[src/sv/tlpm_pkg.sv]
// Shared types and constants for the tank level and pump monitor.
`default_nettype none
package tlpm_pkg;

	localparam int unsigned REG_W      = 16;
	localparam int unsigned APB_AW     = 4;
	localparam int unsigned APB_DW     = 32;
	localparam int unsigned TIME_W     = 32;
	localparam int unsigned TICK_W     = 8;
	localparam int unsigned MEAS_W     = 19;
	localparam int unsigned VOL_W      = 26;
	localparam int unsigned FLOW_W     = 24;
	localparam int unsigned OUT_DATA_W = 112;

	localparam int unsigned DIV_NUM_W = 48;
	localparam int unsigned DIV_DEN_W = 36;
	localparam int unsigned DIV_CNT_W = 6;

	localparam logic [DIV_CNT_W-1:0] FLOW_STEPS = 6'd48;

	localparam logic [TICK_W-1:0] FAULT_CHECK_TICKS = 8'd10;

	localparam logic [REG_W-1:0] TANK_HEIGHT_RST = 16'd21760;
	localparam logic [REG_W-1:0] CYL_RADIUS_RST  = 16'd4608;
	localparam logic [REG_W-1:0] UPPER_LIMIT_RST = 16'd21760;
	localparam logic [REG_W-1:0] LOWER_LIMIT_RST = 16'd4352;

	localparam logic [31:0] PI_Q28      = 32'd843314857;
	localparam logic [31:0] FLOW_SCALE  = 32'd2000000000;
	localparam logic [31:0] FLOW_DIV    = 32'd15;
	localparam logic [27:0] MEAS_ROUND  = 28'd291;
	// ceil(2^38 / 582), exact quotient for numerators below 2^28
	localparam logic [31:0] MEAS_RECIP  = 32'd472298810;
	localparam logic [58:0] VOL_ROUND   = 59'h0_8000_0000;

	typedef enum logic [1:0] {
		REG_TANK_HEIGHT = 2'd0,
		REG_CYL_RADIUS  = 2'd1,
		REG_UPPER_LIMIT = 2'd2,
		REG_LOWER_LIMIT = 2'd3
	} reg_idx_t;

	typedef enum logic [1:0] {
		REQ_ECHO_RISE = 2'd0,
		REQ_ECHO_FALL = 2'd1,
		REQ_PULSE     = 2'd2,
		REQ_TICK      = 2'd3
	} req_t;

	typedef enum logic [1:0] {
		FAULT_NONE    = 2'd0,
		FAULT_OFF_FLOW = 2'd1,
		FAULT_ON_DRY  = 2'd2,
		FAULT_RSVD    = 2'd3
	} fault_t;

	typedef enum logic [3:0] {
		ST_IDLE,
		ST_MEAS,
		ST_RR,
		ST_RRH,
		ST_VHI,
		ST_VLO,
		ST_VSUM,
		ST_FNUM,
		ST_FDEN,
		ST_FDIV,
		ST_FWAIT,
		ST_DONE
	} state_t;

	typedef struct packed {
		logic                 start;
		logic [DIV_CNT_W-1:0] steps;
		logic [DIV_NUM_W-1:0] num;
		logic [DIV_DEN_W-1:0] den;
	} div_req_t;

endpackage
`default_nettype wire

[src/sv/tank_level_pump_monitor.sv]
// Tank level and pump monitor top level: event bookkeeping, tick sequencer and ports.
`default_nettype none
// Echo edges, flow pulses and second ticks enter on the slave stream, one per
// transfer; only a tick yields a result. Echo and pulse events leave s_tready high.
// A tick runs through one shared 32x32 multiplier and one bit-serial divider:
// nine sequencer steps for the level (a multiply by a reciprocal), the volume
// and the flow operands, then the flow division (skipped when no time has
// elapsed since the previous tick) and the handover of the result. s_tready
// stays low from a tick transfer until that handover, which waits for the
// output register to free. The result waits in an output register, and the
// next events are taken while it waits.
module tank_level_pump_monitor (
	input  wire logic                               clk,
	input  wire logic                               arst_n,
	input  wire logic                               psel,
	input  wire logic                               penable,
	input  wire logic                               pwrite,
	input  wire logic [tlpm_pkg::APB_AW-1:0]        paddr,
	input  wire logic [tlpm_pkg::APB_DW-1:0]        pwdata,
	output logic [tlpm_pkg::APB_DW-1:0]             prdata,
	output logic                                    pready,
	input  wire logic                               s_tvalid,
	output logic                                    s_tready,
	// time_us [31:0]
	input  wire logic [31:0]                        s_tdata,
	// req_type [1:0]
	input  wire logic [1:0]                         s_tuser,
	output logic                                    m_tvalid,
	input  wire logic                               m_tready,
	// pulse_width_us [15:0], surface_depth [34:16], height_remaining [50:35],
	// volume_ml [76:51], flow_rate [100:77], pump_on [101], buzzer_on [102],
	// fault_code [104:103], fault_checked [105], zero [111:106]
	output logic [tlpm_pkg::OUT_DATA_W-1:0]         m_tdata
);
	import tlpm_pkg::*;

	logic [REG_W-1:0]  tank_height_q, cyl_radius_q, upper_limit_q, lower_limit_q;
	logic [TIME_W-1:0] echo_start_q, interval_start_q, elapsed_q;
	logic [REG_W-1:0]  echo_width_q, pulse_count_q, pc_q;
	logic              interval_started_q, pump_q, buzzer_q;
	logic [TICK_W-1:0] tick_count_q;
	fault_t            fault_q;

	state_t            state_q, state_nx;
	logic [63:0]       prod_q;
	logic [31:0]       mul_a, mul_b;
	logic              mul_en;
	logic [MEAS_W-1:0] meas_q;
	logic [REG_W-1:0]  rem_q;
	logic [19:0]       vlo_q;
	logic [57:0]       a_q;
	logic [VOL_W-1:0]  vol_q;
	logic [FLOW_W-1:0] flow_q;
	logic [DIV_NUM_W-1:0] num_q;

	div_req_t             div_req;
	logic                 div_done;
	logic [DIV_NUM_W-1:0] div_quo;

	logic              out_valid_q;
	logic [REG_W-1:0]  out_pulse_q, out_rem_q;
	logic [MEAS_W-1:0] out_meas_q;
	logic [VOL_W-1:0]  out_vol_q;
	logic [FLOW_W-1:0] out_flow_q;
	logic              out_pump_q, out_buzzer_q, out_checked_q;
	fault_t            out_fault_q;

	logic              cfg_wr, in_xfer, commit, flowing, check;
	req_t              req;
	logic [TIME_W-1:0] echo_d;
	logic [27:0]       meas_num;
	logic [MEAS_W-1:0] meas_div;
	logic [58:0]       vol_sum;
	logic              pump_nx, buzzer_nx;
	logic [TICK_W-1:0] tick_nx;
	fault_t            fault_nx;

	assign pready   = 1'b1;
	assign cfg_wr   = psel && penable && pwrite && pready;
	assign s_tready = (state_q == ST_IDLE);
	assign in_xfer  = s_tvalid && s_tready;
	assign req      = req_t'(s_tuser);
	assign echo_d   = s_tdata - echo_start_q;
	assign meas_num = {1'b0, echo_width_q, 11'b0} + {3'b0, echo_width_q, 9'b0} + MEAS_ROUND;
	assign meas_div = prod_q[56:38];
	assign vol_sum  = {1'b0, a_q} + VOL_ROUND + {29'b0, prod_q[49:20]};
	assign flowing  = (pc_q != '0) && (elapsed_q != '0);
	assign commit   = (state_q == ST_DONE) && (!out_valid_q || m_tready);

	always_comb begin
		case (reg_idx_t'(paddr[3:2]))
			REG_TANK_HEIGHT: prdata = {16'b0, tank_height_q};
			REG_CYL_RADIUS:  prdata = {16'b0, cyl_radius_q};
			REG_UPPER_LIMIT: prdata = {16'b0, upper_limit_q};
			REG_LOWER_LIMIT: prdata = {16'b0, lower_limit_q};
			default:         prdata = '0;
		endcase
	end

	always_ff @(posedge clk or negedge arst_n) begin
		if (!arst_n) begin
			tank_height_q <= TANK_HEIGHT_RST;
			cyl_radius_q  <= CYL_RADIUS_RST;
			upper_limit_q <= UPPER_LIMIT_RST;
			lower_limit_q <= LOWER_LIMIT_RST;
		end else if (cfg_wr) begin
			case (reg_idx_t'(paddr[3:2]))
				REG_TANK_HEIGHT: tank_height_q <= pwdata[REG_W-1:0];
				REG_CYL_RADIUS:  cyl_radius_q  <= pwdata[REG_W-1:0];
				REG_UPPER_LIMIT: upper_limit_q <= pwdata[REG_W-1:0];
				REG_LOWER_LIMIT: lower_limit_q <= pwdata[REG_W-1:0];
				default: ;
			endcase
		end
	end

	always_comb begin
		pump_nx   = pump_q;
		buzzer_nx = buzzer_q;
		if (rem_q < lower_limit_q)
			pump_nx = 1'b1;
		if (rem_q >= upper_limit_q) begin
			pump_nx   = 1'b0;
			buzzer_nx = 1'b1;
		end
		tick_nx  = tick_count_q + 1'b1;
		check    = (tick_nx >= FAULT_CHECK_TICKS);
		fault_nx = fault_q;
		if (check) begin
			if (pump_nx)
				fault_nx = flowing ? FAULT_NONE : FAULT_ON_DRY;
			else
				fault_nx = flowing ? FAULT_OFF_FLOW : FAULT_NONE;
			tick_nx = '0;
			if (fault_nx == FAULT_NONE || (rem_q < upper_limit_q && rem_q > lower_limit_q))
				buzzer_nx = 1'b0;
		end
	end

	always_ff @(posedge clk or negedge arst_n) begin
		if (!arst_n) begin
			state_q <= ST_IDLE;
		end else begin
			state_q <= state_nx;
		end
	end

	always_comb begin
		state_nx      = state_q;
		mul_en        = 1'b0;
		mul_a         = '0;
		mul_b         = '0;
		div_req.start = 1'b0;
		div_req.steps = FLOW_STEPS;
		div_req.num   = num_q;
		div_req.den   = prod_q[DIV_DEN_W-1:0];
		case (state_q)
			ST_IDLE: begin
				if (in_xfer && req == REQ_TICK)
					state_nx = ST_MEAS;
			end
			ST_MEAS: begin
				mul_en   = 1'b1;
				mul_a    = {4'b0, meas_num};
				mul_b    = MEAS_RECIP;
				state_nx = ST_RR;
			end
			ST_RR: begin
				mul_en   = 1'b1;
				mul_a    = {16'b0, cyl_radius_q};
				mul_b    = {16'b0, cyl_radius_q};
				state_nx = ST_RRH;
			end
			ST_RRH: begin
				mul_en   = 1'b1;
				mul_a    = prod_q[31:0];
				mul_b    = {16'b0, rem_q};
				state_nx = ST_VHI;
			end
			ST_VHI: begin
				mul_en   = 1'b1;
				mul_a    = {4'b0, prod_q[47:20]};
				mul_b    = PI_Q28;
				state_nx = ST_VLO;
			end
			ST_VLO: begin
				mul_en   = 1'b1;
				mul_a    = {12'b0, vlo_q};
				mul_b    = PI_Q28;
				state_nx = ST_VSUM;
			end
			ST_VSUM: begin
				state_nx = ST_FNUM;
			end
			ST_FNUM: begin
				mul_en   = 1'b1;
				mul_a    = {16'b0, pc_q};
				mul_b    = FLOW_SCALE;
				state_nx = ST_FDEN;
			end
			ST_FDEN: begin
				mul_en   = 1'b1;
				mul_a    = elapsed_q;
				mul_b    = FLOW_DIV;
				state_nx = ST_FDIV;
			end
			ST_FDIV: begin
				if (elapsed_q != '0) begin
					div_req.start = 1'b1;
					state_nx      = ST_FWAIT;
				end else begin
					state_nx = ST_DONE;
				end
			end
			ST_FWAIT: begin
				if (div_done)
					state_nx = ST_DONE;
			end
			ST_DONE: begin
				if (commit)
					state_nx = ST_IDLE;
			end
			default: state_nx = ST_IDLE;
		endcase
	end

	tlpm_div u_div (
		.clk    (clk),
		.arst_n (arst_n),
		.req    (div_req),
		.done   (div_done),
		.quo    (div_quo)
	);

	always_ff @(posedge clk) begin
		if (mul_en)
			prod_q <= 64'(mul_a) * 64'(mul_b);
		if (state_q == ST_RR) begin
			meas_q <= meas_div;
			rem_q  <= ({3'b0, tank_height_q} > meas_div) ?
				REG_W'({3'b0, tank_height_q} - meas_div) : '0;
		end
		if (state_q == ST_VHI)
			vlo_q <= prod_q[19:0];
		if (state_q == ST_VLO)
			a_q <= prod_q[57:0];
		if (state_q == ST_VSUM)
			vol_q <= vol_sum[58] ? '1 : vol_sum[57:32];
		if (state_q == ST_FDEN)
			num_q <= prod_q[DIV_NUM_W-1:0];
		if (state_q == ST_FDIV)
			flow_q <= '0;
		if (state_q == ST_FWAIT && div_done)
			flow_q <= (div_quo[DIV_NUM_W-1:FLOW_W] != '0) ? '1 : div_quo[FLOW_W-1:0];
		if (commit) begin
			out_pulse_q   <= echo_width_q;
			out_meas_q    <= meas_q;
			out_rem_q     <= rem_q;
			out_vol_q     <= vol_q;
			out_flow_q    <= flow_q;
			out_pump_q    <= pump_nx;
			out_buzzer_q  <= buzzer_nx;
			out_fault_q   <= fault_nx;
			out_checked_q <= check;
		end
	end

	always_ff @(posedge clk or negedge arst_n) begin
		if (!arst_n) begin
			echo_start_q       <= '0;
			echo_width_q       <= '0;
			pulse_count_q      <= '0;
			pc_q               <= '0;
			interval_start_q   <= '0;
			elapsed_q          <= '0;
			interval_started_q <= 1'b0;
			pump_q             <= 1'b1;
			buzzer_q           <= 1'b0;
			tick_count_q       <= '0;
			fault_q            <= FAULT_NONE;
			out_valid_q        <= 1'b0;
		end else begin
			if (in_xfer) begin
				case (req)
					REQ_ECHO_RISE: echo_start_q <= s_tdata;
					REQ_ECHO_FALL: echo_width_q <= (echo_d[31:16] != '0) ? '1 : echo_d[15:0];
					REQ_PULSE: begin
						if (pulse_count_q != '1)
							pulse_count_q <= pulse_count_q + 1'b1;
					end
					REQ_TICK: begin
						elapsed_q          <= interval_started_q ? s_tdata - interval_start_q : '0;
						pc_q               <= pulse_count_q;
						pulse_count_q      <= '0;
						interval_start_q   <= s_tdata;
						interval_started_q <= 1'b1;
					end
					default: ;
				endcase
			end
			if (m_tvalid && m_tready)
				out_valid_q <= 1'b0;
			if (commit) begin
				pump_q       <= pump_nx;
				buzzer_q     <= buzzer_nx;
				tick_count_q <= tick_nx;
				fault_q      <= fault_nx;
				out_valid_q  <= 1'b1;
			end
		end
	end

	assign m_tvalid = out_valid_q;
	assign m_tdata  = {6'b0, out_checked_q, out_fault_q, out_buzzer_q, out_pump_q,
		out_flow_q, out_vol_q, out_rem_q, out_meas_q, out_pulse_q};

endmodule
`default_nettype wire

[src/sv/tlpm_div.sv]
// Radix-2 restoring divider, one quotient bit per cycle.
`default_nettype none
module tlpm_div (
	input  wire logic                           clk,
	input  wire logic                           arst_n,
	input  wire tlpm_pkg::div_req_t             req,
	output logic                                done,
	output logic [tlpm_pkg::DIV_NUM_W-1:0]      quo
);
	import tlpm_pkg::*;

	logic [DIV_DEN_W-1:0] rem_q;
	logic [DIV_DEN_W-1:0] den_q;
	logic [DIV_NUM_W-1:0] quo_q;
	logic [DIV_CNT_W-1:0] cnt_q;
	logic                 busy_q;
	logic                 done_q;
	logic [DIV_DEN_W:0]   trial;
	logic [DIV_DEN_W:0]   diff;
	logic                 ge;

	assign trial = {rem_q, quo_q[DIV_NUM_W-1]};
	assign diff  = trial - {1'b0, den_q};
	assign ge    = trial >= {1'b0, den_q};

	always_ff @(posedge clk or negedge arst_n) begin
		if (!arst_n) begin
			busy_q <= 1'b0;
			done_q <= 1'b0;
			cnt_q  <= '0;
		end else begin
			done_q <= 1'b0;
			if (req.start) begin
				busy_q <= 1'b1;
				cnt_q  <= req.steps;
			end else if (busy_q) begin
				cnt_q <= cnt_q - 1'b1;
				if (cnt_q == DIV_CNT_W'(1)) begin
					busy_q <= 1'b0;
					done_q <= 1'b1;
				end
			end
		end
	end

	always_ff @(posedge clk) begin
		if (req.start) begin
			rem_q <= '0;
			den_q <= req.den;
			quo_q <= req.num;
		end else if (busy_q) begin
			rem_q <= ge ? diff[DIV_DEN_W-1:0] : trial[DIV_DEN_W-1:0];
			quo_q <= {quo_q[DIV_NUM_W-2:0], ge};
		end
	end

	assign done = done_q;
	assign quo  = quo_q;

endmodule
`default_nettype wire

[config.mk]
export PLATFORM = sky130hd
export DESIGN_NAME = tank_level_pump_monitor
export DESIGN_NICKNAME = d
export VERILOG_FILES = /design/src/sv/tlpm_pkg.sv /design/src/sv/tank_level_pump_monitor.sv /design/src/sv/tlpm_div.sv
export SDC_FILE = /design/constraint.sdc
export NUM_CORES = 2
export LEC_CHECK = 0
export ABC_AREA = 1
export BUFFER_PORTS_ARGS = -buffer_cell sky130_fd_sc_hd__buf_2
export CAP_MARGIN = 10
export CORE_ASPECT_RATIO = 0.75
export CORE_MARGIN = 2
export CORE_UTILIZATION = 50
export DETAILED_ROUTE_END_ITERATION = 10
export PLACE_DENSITY = 0.63
export SYNTH_ARGS = -nofsm -noshare
export SYNTH_HDL_FRONTEND = slang
export SYNTH_SLANG_ARGS = --single-unit
[constraint.sdc]
create_clock -name clk -period 22.1 [get_ports clk]
set_input_delay 1.105 -clock clk [delete_from_list [all_inputs] [get_ports clk]]
set_output_delay 1.105 -clock clk [all_outputs]
set_load 0.005 [all_outputs]
# --- Yosys cells after proc, flatten, opt, wreduce, memory -nomap -nowiden ---
# Index checks and enable logic that the tools add are counted.
word_totals:
  reg_bits: 729
  wordCells: 159
classes:
  addsub: 11
  n_mul: 1
  magnitude_cmp: 7
  eq_ne: 23
  mux: 42
  n_reduce_logical: 35
ops:
  columns: ["operator", "n"]
  rows:
  - ["32-bit case mux with 7 select lines", 1]
  - ["31-bit case mux with 6 select lines", 1]
  - ["32-bit case mux with 4 select lines", 1]
  - ["48-bit two-way mux", 2]
  - ["24-bit two-way mux", 3]
  - ["32-bit subtractor", 2]
  - ["58-bit by 32-bit adder with 59-bit output (second input constant)", 1]
  - ["59-bit by 30-bit adder with 59-bit output", 1]
  - ["32-bit by 31-bit multiplier with 58-bit output", 1]
  - ["4-bit case mux with 12 select lines", 1]
  - ["37-bit by 36-bit >= comparator with 1-bit output", 1]
  - ["36-bit two-way mux", 1]
  - ["36-bit subtractor", 1]
  - ["16-bit < comparator", 2]
  - ["16-bit two-way mux", 2]
  - ["32-bit two-way mux", 1]
  - ["16-bit case mux with 2 select lines", 1]
  - ["16-bit nonzero test", 2]
  - ["32-bit nonzero test", 1]
  - ["27-bit by 25-bit adder with 28-bit output", 1]
  - ["28-bit by 9-bit adder with 28-bit output (second input constant)", 1]
  - ["24-bit nonzero test", 1]
  - ["16-bit by 19-bit > comparator with 1-bit output", 1]
  - ["1-bit two-way mux", 18]
  - ["other kinds (31)", 71]

# --- Depth between registers and ports, before layout ---
depth:
  word_depth: 9
  ltp_mapped: 45

# --- By module ---
# From an unflattened synthesis, not the netlist that was laid out.
unflattened:
  cells_unflattened: 8073
  area_unflattened_um2: 69257.7
modules_own_cells:
  columns: ["module", "instances", "cells_per_inst", "area_per_inst_um2", "seq_area_each_um2"]
  rows:
  - ["tank_level_pump_monitor", 1, 6960, 61116.1, 16932.5]
  - ["tlpm_div", 1, 1113, 8141.6, 3443.3]

# --- Worst setup path before layout ---
# Ideal clock, no wire load.
synth_timing:
  path_kind: "register to register"
  start: "reg state_q[0]"
  end: "reg prod_q[46] (data pin)"
  setup_ps: 252
  t_arrival_ps: 8088
  t_required_ps: 21848
  slack_ps: 13760
  path_stages_with_launch: 36
  period_less_slack_ps: 8340
  cell_sequence: "dfrtp_1 -> nor2_4 -> clkinv_4 -> nor2_8 -> buf_2 -> a211oi_1 -> nand2_2 -> inv_2 -> nor2_2 -> inv_2 -> fa_1 -> fa_1 -> inv_1 -> fa_1 -> fa_1 -> inv_1 -> fa_1 -> inv_1 -> fa_1 -> fa_1 -> inv_1 -> fa_1 -> inv_1 -> ha_1 -> nand2_1 -> nor2_1 -> inv_1 -> nor2_1 -> and3_1 -> nand3_1 -> nand3_1 -> nand2_1 -> nand2_1 -> nand2_1 -> nand3_1 -> nand2_1"
synth_via:
  elab_chain_len: 4
  elab_cells_between_ends: 11
  classes_between: "mul: 1; eq/ne: 7; mux: 2; reduce/logical: 1"
synth_rtl:
  columns: ["item", "line_no", "source"]
  rows:
  - ["from (decl)", "tank_level_pump_monitor.sv:44", "state_t state_q, state_nx;"]
  - ["from (signal assigned)", "tank_level_pump_monitor.sv:144", "state_q <= state_nx;"]
  - ["4-bit by 3-bit == test with 1-bit output", "tank_level_pump_monitor.sv:157", "case (state_q)"]
  - ["2-bit OR reduction (no source line)", null, null]
  - ["31-bit case mux with 6 select lines", "tank_level_pump_monitor.sv:157", null]
  - ["32-bit by 31-bit multiplier with 58-bit output (*)", "tank_level_pump_monitor.sv:237", "prod_q <= 64'(mul_a) * 64'(mul_b);"]
  - ["to (signal assigned)", "tank_level_pump_monitor.sv:237", null]
  - ["to (decl)", "tank_level_pump_monitor.sv:45", "logic [63:0] prod_q;"]
# Every way passes the cells marked *; elsewhere a longest branch is shown, timed or not.
# A chain may end at the register's enable or synchronous reset.

# --- Worst setup path after layout ---
layout_timing:
  start: "reg state_q[0]"
  end: "reg prod_q[49] (data pin)"
# Same word-level chain as after synthesis.

==> results by group <==
Critical path
  – Slowest-stage cell, CP: a221oi_1
  – Slowest Stage Delay on Critical Path: 0.75 ns
  – Worst setup EP type: register
  – Startpoint Class: register
  – Data arrival, critical path: 11.20 ns
  – RR Endpoint: prod_q[49]
  – Flop2flop setup slack: 11.33 ns
  – Cells on worst reg2reg path: 31
  – Critical Path RT: 22.52 ns
  – Most frequent CP cell: fa_1
  – R2r startpoint: state_q[0]
  – Max Fanout on Critical Path: 64
  – Crit path kind: register to register

Logic synthesis
  – Avg Inst Size Synth: 8.609 µm²
  – Async set-or-reset flop fraction in the synthesized netlist: 0.3210
  – Largest family of logic cells by synthesized area: adder cells
  – Mux cell area share after synthesis: 0
  – Top post-synthesis cells by area: fa_1 23%, edfxtp_1 20%, nand2_1 9.9%
  – Synth cell types: 78
  – Post-synth top flop: edfxtp_1
  – #FFs+latches synth: 729
  – Xor/xnor share of the synthesized area: 0.01463
  – Post-synth top area share: 0.2303
  – Ys Warns: 0
  – Post-synth EDFFs: 459
  – Synth Instances: 8,066
  – Adder-cell share of the synthesized area: 0.3157
  – Compound-Gate Fraction of Synth Area: 0.07652
  – Simple-gate share of the synthesized area: 0.1827
  – Count leader, synth: nand2_1
  – Cell Area, Synth: 0.06944 mm²
  – Post-synthesis sequential area ratio: 0.2934
  – Synth top cells by count: 1,835 x nand2_1, 1,787 x inv_1, 799 x fa_1
  – Leading area contributor after synthesis: fa_1

Detailed routing
  – Vias: 55,225
  – Drt drc: 0
  – Wire length per cell: 22.88 µm
  – Metal2 WL: 95,450 µm
  – Antenna viol nets, final: 0
  – Metal1 wirelength: 105,700 µm
  – Final wirelength: 233,900 µm
  – Starting DRT DRC Count: 5,613
  – Met3 wire len: 27,280 µm
  – Max layer used: met5
  – Drt pass-1 iters: 8
  – Mean number of vias per cell: 5.403

Timing
  – Max Clock Skew: 0.06501 ns
  – RSZ-0062 raised after global routing: no
  – Slew HR: 0.1968
  – Final setup TNS: 0 ns
  – Final period utilization: 0.4875
  – Min cycle time layout: 10.77 ns
  – Fmax: 0.09281 GHz
  – Worst-Margin Slew: 1.200 ns
  – Setup violators final: 0
  – Slew Viols, Final: 0
  – Final Hold Fails: 0

Die
  – DIE AREA: 0.1419 mm²
  – Die W: 434.3 µm
  – Die Height: 326.8 µm
  – Starting Density: 0.5036
  – Row count: 118
  – I/O pins: 224
  – Core Footprint: 0.1379 mm²

Clock tree
  – Clk buf depth: 3
  – Clk sinks: 729
  – H-tree lvl count: 3
  – Setup bufs post-CTS: 0
  – Clk Latency, worst-skew pair: 0.71 ns
  – Num CTS Buffers: 78
  – CTS tree: yes
  – Clock transition at the registers of the reported paths: 0.06 ns
  – Resize count post-CTS: 0
  – Clk root buf: clkbuf_16
  – Count of hold-fix buffers inserted at cts: 0

Worst hold path
  – Hold WC Path Type: input pin to async pin

GRT
  – Remaining global-route overflow: 0
  – Vias in the first global route: 53,840
  – First-pass GRT wire length: 348,700 µm
  – Largest net degree at the start of global routing: 110
  – Initial antenna violation count: 11
  – GR Util All Layers: 0.3340

Pwr
  – Leak: 35.91 nW
  – PwrDens: 49.95 mW/mm²
  – Max IR drop VDD: 95.81 µV

Placed design
  – Detailed placement HPWL: 190,100 µm
  – PortBufs: 182
  – Final GP Congestion: 1.007

Cells and area
  – Layout cells sized above 1: 0.07343
  – Nets: 9,648
  – Final core occ: 0.5458
  – N_diodes: 0
  – Layout area overhead: 8.382%

Run status
  – Status: completed

Job
  – Max_cap viols: 0
[worst max-delay path: cells and delay by family, from the launching register on]
kind,cells,cell delay (ns)
AO/OA/AOI/OAI,6,1.97
buffers and inverters,8,1.76
XOR/XNOR,1,0.15
adder cells (fa/ha/maj),9,4.67
flip-flops,1,0.53
AND/OR/NAND/NOR,7,1.39
[sequential cells by signal, summed over array words and instances, names as in the netlist, 19 cells and up]
name,count
out_flow_q,24
echo_start_q,32
vlo_q,20
u_div.quo,48
meas_q,19
prod_q,58
u_div.rem_q,36
out_vol_q,26
num_q,48
interval_start_q,32
u_div.den_q,36
a_q,58
flow_q,24
elapsed_q,32
vol_q,26
out_meas_q,19
[metrics by stage]
stage	cell area [µm²]	setup WS [ns]	hold slack, ns	power, mW	std cells
final	75260	11.33	0.3381	3.759	10222
after global routing	75260	10.93	0.3526	3.906	10222
after CTS	75230	11.48	0.3116	3.744	10220
after detailed placement	72430	11.55	0.4045	2.287	10076
after global placement	72430	11.53	0.4016	2.292	10076
after floorplan	69820	13.76	0.4003	1.982	8165
[worst max path at each step]
| stage | endpoint | startpoint | cells past startpoint |
|---|---|---|---|
| finish | prod_q[49] | state_q[0] | 31 |
| global route | prod_q[49] | state_q[0] | 31 |
| CTS | prod_q[49] | state_q[0] | 32 |
| detailed placement | prod_q[49] | state_q[0] | 32 |
| global placement | prod_q[49] | state_q[0] | 32 |
| floorplan | prod_q[46] | state_q[0] | 35 |
[per-layer routing]
metal	GRT usage	up-vias
met5	0	-
li1	-	25351
met4	0.07458	2
met2	0.4697	2485
met3	0.09864	258
met1	0.5060	27129
[cell usage in the layout (no fill, tap or decap), types with 18 or more instances in the layout]
cell / instances
o21ai_1: 21
o21bai_1: 35
o21ai_0: 357
inv_2: 55
fa_1: 799
dfxtp_1: 36
dfrtp_1: 221
inv_1: 1786
nor3_1: 59
nor4_1: 30
nand2_2: 31
buf_4: 63
a31oi_1: 40
xor2_1: 65
nand3_1: 259
clkbuf_16: 78
nand2_1: 1834
nor2_2: 35
ha_1: 474
a21oi_1: 309
nor2_1: 548
conb_1: 101
edfxtp_1: 459
nand4_1: 55
a21o_1: 33
buf_2: 181
xnor2_1: 51
o2111ai_1: 18
[kinds of logic (layout without fill, tap and decap cells)]
family / after synthesis / after routing
xor gates and xnor gates: 116 / 116
and+or+nand+nor: 2978 / 2978
buffers and inverters: 2047 / 2244
DFF: 729 / 729
AOI/OAI and AO/OA: 921 / 921
other: 2 / 101
adders and majority gates: 1273 / 1273
[layout make-up]
cell class	instances	area, µm²
Fill cell	12913	62630
Multi-Input combinational cell	5389	41360
Sequential cell	729	20380
Inverter	1854	6980
Tap cell	1860	2327
Clock buffer	87	2006
Timing Repair Buffer	246	1421
Clock inverter	57	795.8
[power breakdown]
part           total (mW)  switching [mW]  internal (mW)  leakage, nW
sequential           1.50          0.0221           1.48         6.60
clock                1.46           0.605          0.852         1.35
combinational       0.799           0.538          0.262         28.0
total                3.76            1.16           2.59         35.9
(Power assumes the default switching activity.)
